**config.mk**
```make
export PLATFORM = sky130hd
export DESIGN_NAME = sntr_ctrl
export DESIGN_NICKNAME = d
export VERILOG_FILES = /design/src/hdl/seconds_nanoseconds_time_register_top_assert.svh /design/src/hdl/sntr_pkg.sv /design/src/hdl/sntr_ctrl.sv
export SDC_FILE = /design/constraint.sdc
export NUM_CORES = 1
export LEC_CHECK = 0
export ABC_AREA = 1
export BUFFER_PORTS_ARGS = -buffer_cell sky130_fd_sc_hd__clkbuf_2
export CAP_MARGIN = 20
export CORE_AREA = 2 2 39 41
export CTS_BUF_LIST = sky130_fd_sc_hd__clkbuf_4
export CTS_CLUSTER_DIAMETER = 200
export DETAILED_ROUTE_END_ITERATION = 10
export DIE_AREA = 0 0 41 43
export GPL_TIMING_DRIVEN = 0
export MAX_ROUTING_LAYER = met4
export PLACE_DENSITY_LB_ADDON = 0.05
export SYNTH_ARGS = -nofsm -noshare
export SYNTH_HDL_FRONTEND = slang
export SYNTH_SLANG_ARGS = --single-unit
```
**constraint.sdc**
```tcl
create_clock -name clk -period 1.2 [get_ports clk]
set_input_delay 0.12 -clock clk [delete_from_list [all_inputs] [get_ports clk]]
set_output_delay 0.12 -clock clk [all_outputs]
set_load 0.02 [all_outputs]
```
**src/hdl/seconds_nanoseconds_time_register_top_assert.svh**
```systemverilog
// Assertion macros for the seconds and nanoseconds time register.
// Used by the top level only; expects clk and arst_n in scope.
`ifndef SECONDS_NANOSECONDS_TIME_REGISTER_TOP_ASSERT_SVH
`define SECONDS_NANOSECONDS_TIME_REGISTER_TOP_ASSERT_SVH

// Consequent must hold in the same cycle as the antecedent.
`define SNTR_ASSERT_NOW(lbl, ante, cons, msg) \
lbl: assert property (@(posedge clk) disable iff (!arst_n) (ante) |-> (cons)) else $error(msg);

// Consequent must hold in the cycle after the antecedent.
`define SNTR_ASSERT_NEXT(lbl, ante, cons, msg) \
lbl: assert property (@(posedge clk) disable iff (!arst_n) (ante) |=> (cons)) else $error(msg);

`endif

```
**src/hdl/sntr_pkg.sv**
```systemverilog
// Shared constants, codes and the controller command type for the time register.
// No dependencies.
`timescale 1ns / 1ps

package sntr_pkg;

	localparam int SEC_BITS_DEF = 48;
	localparam int NS_W         = 64;
	localparam int OSEC_W       = 48;
	localparam int NANO_W       = 30;
	localparam int MICRO_W      = 20;
	localparam int QUO_W        = 35;
	localparam int DIV_STEPS    = 5;

	localparam logic [NANO_W-1:0] NS_PER_SEC = 30'd1000000000;

	// One billion is two to the ninth times five to the ninth. The count shifted
	// down by nine places is multiplied by 2^75 / 5^9, rounded up, and the
	// product is shifted down by 75 places; exact for any 55-bit value.
	localparam logic [54:0] DIV_RECIP     = 55'd19342813113834067;
	localparam int          DIV_PRESHIFT  = 9;
	localparam int          DIV_POSTSHIFT = 11;

	// Reciprocal of one thousand scaled by 2^40, rounded up; exact for any
	// value below 2^30.
	localparam logic [30:0] MICRO_RECIP = 31'd1099511628;
	localparam int          MICRO_SHIFT = 40;

	localparam logic [2:0] OP_SET_NS     = 3'd0;
	localparam logic [2:0] OP_ADD_NS     = 3'd1;
	localparam logic [2:0] OP_SET_SEC_NS = 3'd2;
	localparam logic [2:0] OP_ADD_SEC    = 3'd3;
	localparam logic [2:0] OP_SUB_SEC_NS = 3'd4;
	localparam logic [2:0] OP_COMPARE    = 3'd5;
	localparam logic [2:0] OP_READ       = 3'd6;

	localparam logic [1:0] ORD_LESS    = 2'd0;
	localparam logic [1:0] ORD_EQUAL   = 2'd1;
	localparam logic [1:0] ORD_GREATER = 2'd2;

	localparam logic ERR_OK       = 1'b0;
	localparam logic ERR_NEGATIVE = 1'b1;

	typedef struct packed {
		logic load;
		logic div_step;
		logic apply;
		logic mul_lo;
		logic mul_hi;
		logic publish;
	} sntr_cmd_t;

endpackage

```
**src/hdl/sntr_ctrl.sv**
```systemverilog
// Controller state machine: sequences load, division steps, update, products and publish.
// Depends on sntr_pkg.
`timescale 1ns / 1ps

module sntr_ctrl (
	input  logic                clk,
	input  logic                arst_n,
	input  logic                start,
	output logic                busy,
	output sntr_pkg::sntr_cmd_t cmd
);

	localparam logic [2:0] ST_IDLE   = 3'd0;
	localparam logic [2:0] ST_DIV    = 3'd1;
	localparam logic [2:0] ST_APPLY  = 3'd2;
	localparam logic [2:0] ST_MUL_LO = 3'd3;
	localparam logic [2:0] ST_MUL_HI = 3'd4;
	localparam logic [2:0] ST_PUB    = 3'd5;

	localparam int CW = $clog2(sntr_pkg::DIV_STEPS);

	logic [2:0]    state_q;
	logic [2:0]    state_d;
	logic [CW-1:0] cnt_q;
	logic          last_step;

	assign last_step = cnt_q == CW'(sntr_pkg::DIV_STEPS - 1);

	always_comb begin
		state_d = state_q;
		cmd     = '0;
		unique case (state_q)
			ST_IDLE: begin
				if (start) begin
					cmd.load = 1'b1;
					state_d  = ST_DIV;
				end
			end
			ST_DIV: begin
				cmd.div_step = 1'b1;
				if (last_step) begin
					state_d = ST_APPLY;
				end
			end
			ST_APPLY: begin
				cmd.apply = 1'b1;
				state_d   = ST_MUL_LO;
			end
			ST_MUL_LO: begin
				cmd.mul_lo = 1'b1;
				state_d    = ST_MUL_HI;
			end
			ST_MUL_HI: begin
				cmd.mul_hi = 1'b1;
				state_d    = ST_PUB;
			end
			ST_PUB: begin
				cmd.publish = 1'b1;
				state_d     = ST_IDLE;
			end
			default: begin
				state_d = ST_IDLE;
			end
		endcase
	end

	always_ff @(posedge clk or negedge arst_n) begin
		if (!arst_n) begin
			state_q <= ST_IDLE;
			cnt_q   <= '0;
		end else begin
			state_q <= state_d;
			if (cmd.load) begin
				cnt_q <= '0;
			end else if (cmd.div_step) begin
				cnt_q <= cnt_q + CW'(1);
			end
		end
	end

	assign busy = state_q != ST_IDLE;

endmodule

```
==> results of run 1 <==
[worst max-delay path, stage by stage (launching register included)]
cell     delay [ns]
dfrtp_2        0.44
nor2_4         0.19
nand3_4        0.09
inv_2          0.07
buf_8          0.10
[sequential cells by signal, indices dropped and copies added (netlist names)]
register,cells
state_q,3
cnt_q,3
[final cells by class]
cell class                      count  share of cell area [%]
Clock buffer                        3                    3.95
Inverter                            9                    5.92
Multi-Input combinational cell     37                    37.9
Sequential cell                     6                    27.0
Tap cell                           16                    3.51
Timing Repair Buffer               14                    21.7
[worst paths after layout]
kind                                              from                endpoint  slack, ns  cells after the start
worst max-delay path            state_q[1]$_DFFE_PN0P_                  cmd[5]      -0.04                      4
worst min-delay path                             start  state_q[0]$_DFFE_PN0P_       0.20                      3
worst max register to register  state_q[1]$_DFFE_PN0P_    cnt_q[2]$_DFFE_PN0P_       0.09                      5
worst min register to register    cnt_q[1]$_DFFE_PN0P_    cnt_q[1]$_DFFE_PN0P_       0.54                      2
max in group asynchronous                       arst_n  state_q[0]$_DFFE_PN0P_       0.80                      2
min in group asynchronous                       arst_n  state_q[1]$_DFFE_PN0P_       0.24                      2
[logic make-up after synthesis]
logic type | count (synthesis) | synth area share, %
buffers and inverters | 9 | 9.15
DFF | 6 | 40.7
adders and majority gates | 2 | 6.78
and+or+nand+nor | 33 | 40.7
AOI/OAI and AO/OA | 2 | 2.71
[what timing repair did]
| item | CTS | global route |
|---|---|---|
| pin swaps | 4 | 3 |
| gates resized for setup | 18 | 11 |
| setup buffers | 4 | 0 |
| hold buffers | 1 | 0 |
| endpoints found under the setup margin | 6 | 6 |
| endpoints found under the hold margin | 6 | 0 |
[per-stage QoR]
stage	instance area (um^2)	setup TNS, ns	total power [W]	hold WS [ns]	utilization, %
6_report	571	-0.128	0.00153	0.203	41.2
5_1_grt	571	-0.403	0.00167	0.194	41.2
4_1_cts	554	-0.252	0.00150	0.201	40.1
3_5_place_dp	434	-0.0423	0.00108	-0.0486	31.4
3_3_place_gp	434	-0.0658	0.00109	-0.0462	31.4
2_1_floorplan	369	0	0.000886	-0.176	-
[report_power, final]
part	internal, W	switching, W
Sequential	0.000302	0.000133
Clock	0.000112	0.0000618
Combinational	0.000411	0.000513
[cells in the mapped netlist, drive strengths merged]
cell	instances	area [um^2]
nor2	8	32.5
a21oi	1	5.00
o21ai	1	5.00
nand3	7	40.0
nor3	1	10.0
dfrtp	6	150
nand2	16	60.1
ha	2	25.0
inv	9	33.8
nand3b	1	7.51
[layer usage]
layer	GRT usage, %	vias to the layer above	part of all wire (%)
li1	-	193	-
met1	11.8	168	44
met2	16.9	7	52
met3	4.71	0	4.0
met4	4.00	0	0
met5	-	-	0
==> run metrics, run 1 <==
status=finished, violations left; crit path DAT=1.12 ns; failing checks=setup timing; Crit. End Element=output pin; Pwr Density=2690 nW/um^2; endpoints failing setup=5; core area=1380 um^2; Setup Skew=0.00345 ns; synthesized cell area=369 um^2; fin. max-slew vios=0; post-layout min period=1.24 ns; vias after detailed routing=368; Area Overhead vs Synth=54.6%; vias in the first global route=324; Yosys reg bits=6; critical path class=flip-flop to output pin; Routed WL=819 um; # Max-Cap Violations=0; clk_lat worst skew=0.24 ns; Startpoint Class=flip-flop; CTS Buf Count=3; sequential cell area=154 um^2; maximum vdd drop=1.15 mV; post-synthesis sequential area ratio=40.7%; RD Place Congestion=0.663; Hold Path Class=input pin to flip-flop; Critical Path RT=1.08 ns; Syn Area/Cell=7.10 um^2; DR pass1 iterations=2; final period utilization=104%; Die Ht=43 um; Antenna Cells=0; largest net degree at the start of global routing=8; Synth cell types=13; post-DR wirelength/cell=9.64 um; global-route wire length before repair=1240 um; Final WS setup=-0.0426 ns; total of warnings raised by yosys=0; HPWL Detailed=597 um; CTS tree=done; GRT Total Usage=10.9%; FILL cells=148; IO Count=10; Slew headroom=87.0%; worst-path maximum fanout=4; clk sinks=6; vias per cell=4.33; Clock Path Buffers=2; DRT iter0 DRCs=2; most frequent cells in the layout=14 x nand2_1, 6 x nor2_1, 6 x nand3_1; H-tree depth=1; row count=14; Worst-path clk slew=0.04 ns; area of the multi-input gates=216 um^2; die area=1760 um^2; f_max=805 MHz; gr ovfl total=0; static leakage=0.298 nW; commonest non-fill, non-tap cell in the layout=nand2_1; CTS root buffer=clkbuf_4; antenna violations before repair=0; Fin. Hold Viols=0; # port buffers=9; placed cell count=77; Initial Utilization=26.7%; layout cells sized above 1=42.0%; final cell count without fillers=85; cell count after synthesis=52; Die X=41 um; syn_nets=57; RSZ-0062 raised after global routing=yes; worst slack, placed=-0.0423 ns; post-route ant nets=0; Remaining DRCs=0; Worst-Margin Slew=0.195 ns; nets=76
(Power assumes the default switching activity.)
==> run 2, diff against run 1 <==
ABC_AREA = default   (was 1)
==> run 2 against run 1 <==
  * The run still ends with setup timing left
  * First-iteration DRC count grew to 3.0 times the previous value
  * Critical path depth stayed put
  * Cell count is 12% lower
  * Critical path type unchanged
  * Largest cell class unchanged
  * Largest power group unchanged
  * Highest routed layer is now met4
==> run metrics, run 2 <==
post-route ant nets=0 (unchanged); Clock Path Buffers=2 (unchanged); Synth top area share=42.4% (+1.7 points); vias after detailed routing=336 (-8.7%); DRT iter0 DRCs=6 (+4); IO Count=10 (unchanged); CTS root buffer=clkbuf_4; Area Overhead vs Synth=75.3%; Worst-path clk slew=0.05 ns (about the same); biggest regs=cnt_q: 3 flops, state_q: 3 flops; largest family of logic cells by synthesized area=simple AND/OR/NAND/NOR gates; Fin. Hold Viols=0 (unchanged); Routed WL=809 um (-1.2%); post-synthesis mux area share=3.18% (+3.2 points); Yosys top cell by area=dfrtp_1; Post-synth top cells=6 x dfrtp_1, 5 x nor2_1, 4 x inv_1; endpoints failing setup=11 (+6); Pwr Density=3060 nW/um^2 (+14%); total of warnings raised by yosys=0 (unchanged); worst slack, placed=-0.0589 ns (-0.0166 ns); GRT Total Usage=12.4% (+1.6 points); post-synthesis simple-gate area fraction=27.6% (-13 points); async set-or-reset flop fraction in the synthesized netlist=100% (unchanged); met2 wire len=376 um (-12%); crit path DAT=1.30 ns (+0.18 ns); post-DR wirelength/cell=10.8 um (+12%); Remaining DRCs=0 (unchanged); Yosys reg bits=6 (unchanged); Final TNS setup=-1.32 ns (-1.20 ns); EDFF count, synth=0 (unchanged); Crit. End Element=output pin; fin. max-slew vios=0 (unchanged); WL met1=359 um (+0.28%); hold depth=3 (unchanged); CTS tree=done; complex-gate fraction of the synthesized area=14.1% (+11 points); Die Ht=43 um (unchanged); post-synthesis sequential area ratio=42.4% (+1.7 points); most frequent cell after synthesis=dfrtp_1; layout cells sized above 1=59.3% (+17 points); clk_lat worst skew=0.24 ns (about the same); Setup Skew=0.00204 ns (-0.00141 ns); Tot Pwr=0.00190 W (+24%); static leakage=0.304 nW (+2.1%); top layer in use=met4; Critical Path RT=1.08 ns (about the same); Final WS setup=-0.223 ns (-0.181 ns); critical path class=flip-flop to output pin; failing checks=setup timing; core area=1380 um^2 (unchanged); Synth Flop Type=dfrtp_1; FILL cells=128 (-14%); Synth Area in XOR/XNOR=0% (unchanged); antenna violations before repair=0 (unchanged); gr ovfl total=0 (unchanged); worst-path maximum fanout=2 (-2); Initial Utilization=25.6% (-1.1 points); clk sinks=6 (unchanged); # Max-Cap Violations=0 (unchanged); synth top area cells=dfrtp_1 42%, ha_1 7.1%, nor2_1 5.3%, a22o_1 4.9%, o21ai_0 4.2%; Slew headroom=88.2% (+1.2 points); Hold Path Class=input pin to flip-flop; # port buffers=9 (unchanged); RD Place Congestion=0.712 (+7.4%); Syn Area/Cell=9.32 um^2 (+31%); Adder-Cell Fraction of Synth Area=7.07% (+0.29 points); Die X=41 um (unchanged); die area=1760 um^2 (unchanged); R2R cell count=4 (-1); HPWL Detailed=553 um (-7.4%); post-layout min period=1.42 ns (+0.181 ns); placed cell count=63 (-18%); syn_nets=43 (-25%); Synth cell types=20 (+7); H-tree depth=1 (unchanged); cell count after synthesis=38 (-27%); Startpoint Class=flip-flop; largest net degree at the start of global routing=10 (+2); CTS Buf Count=3 (unchanged); global-route wire length before repair=1340 um (+8.3%); maximum vdd drop=1.21 mV (+5.0%); f_max=703 MHz (-13%); DR pass1 iterations=4 (+2); vias per cell=4.48 (+3.5%); final cell count without fillers=75 (-12%); vias in the first global route=340 (+4.9%); final period utilization=119% (+15 points); nets=66 (-13%); Worst-Margin Slew=0.177 ns (-0.0181 ns); RSZ-0062 raised after global routing=yes; row count=14 (unchanged); met3 wire len=44 um (+33%); Antenna Cells=0 (unchanged); most frequent cells in the layout=6 x dfrtp_1, 6 x buf_4, 4 x inv_1, 4 x buf_6, 4 x clkbuf_4; synthesized cell area=354 um^2 (-4.1%); status=finished, violations left
run 2: cell families (layout without fill, tap and decap cells):
group | after synthesis | count (layout)
AO/OA/AOI/OAI | 8 | 8
AND/OR/NAND/NOR | 16 | 16
flip-flops | 6 | 6
multiplexers | 1 | 1
buffers and inverters | 5 | 26
adder cells (fa/ha/maj) | 2 | 2
run 2: stage by stage:
stage / util [%] / instance area, um^2 / hold WS (ns)
6_report: 44.8 / 621 / 0.168
3_3_place_gp: 31.1 / 430 / -0.0426
5_1_grt: 44.8 / 621 / 0.203
3_5_place_dp: 31.1 / 430 / -0.0434
4_1_cts: 42.7 / 591 / 0.148
2_1_floorplan: - / 365 / -0.176
run 2: area by class of cell:
type	instances	area, um^2	share of cell area (%)
Clock buffer	3	22.5	3.63
Multi-Input combinational cell	27	233	37.5
Timing Repair Buffer	18	169	27.2
Sequential cell	6	150	24.2
Tap cell	16	20.0	3.23
Buffer	1	11.3	1.81
Inverter	4	15.0	2.42
run 2: what timing repair did:
| item | 4_1_cts | 5_1_grt |
|---|---|---|
| endpoints found under the hold margin | 6 | 0 |
| buffers inserted | 8 | 0 |
| setup endpoints to repair | 9 | 12 |
| pin swaps | 4 | 1 |
| gates resized for setup | 19 | 13 |
| hold buffers | 1 | 0 |
run 2: where the power goes:
| part | internal (W) | switching (W) | leakage [nW] |
|---|---|---|---|
| clock network | 0.000113 | 0.0000756 | 0.0138 |
| registers | 0.000299 | 0.0000980 | 0.0764 |
| logic | 0.000753 | 0.000562 | 0.214 |
| total | 0.00117 | 0.000736 | 0.304 |
run 2: worst max-delay path, stage by stage, from the launching register on:
cell	delay (ns)
dfrtp_1	0.39
buf_6	0.12
or3_4	0.34
nor2_4	0.10
buf_8	0.11
run 2: worst paths after layout:
check | from | to | slack [ns]
min reg2reg | cnt_q[1]$_DFFE_PN0P_ | cnt_q[1]$_DFFE_PN0P_ | 0.53
min in group asynchronous | arst_n | state_q[1]$_DFFE_PN0P_ | 0.24
max in group asynchronous | arst_n | cnt_q[1]$_DFFE_PN0P_ | 0.80
min | start | state_q[0]$_DFFE_PN0P_ | 0.17
max | state_q[2]$_DFFE_PN0P_ | cmd[5] | -0.22
max reg2reg | state_q[1]$_DFFE_PN0P_ | cnt_q[2]$_DFFE_PN0P_ | -0.13
run 2: routing by layer:
metal / up-vias / track usage, %
li1: 167 / -
met1: 153 / 14.1
met2: 11 / 16.6
met3: 5 / 4.71
met4: 0 / 10.0
met5: - / -
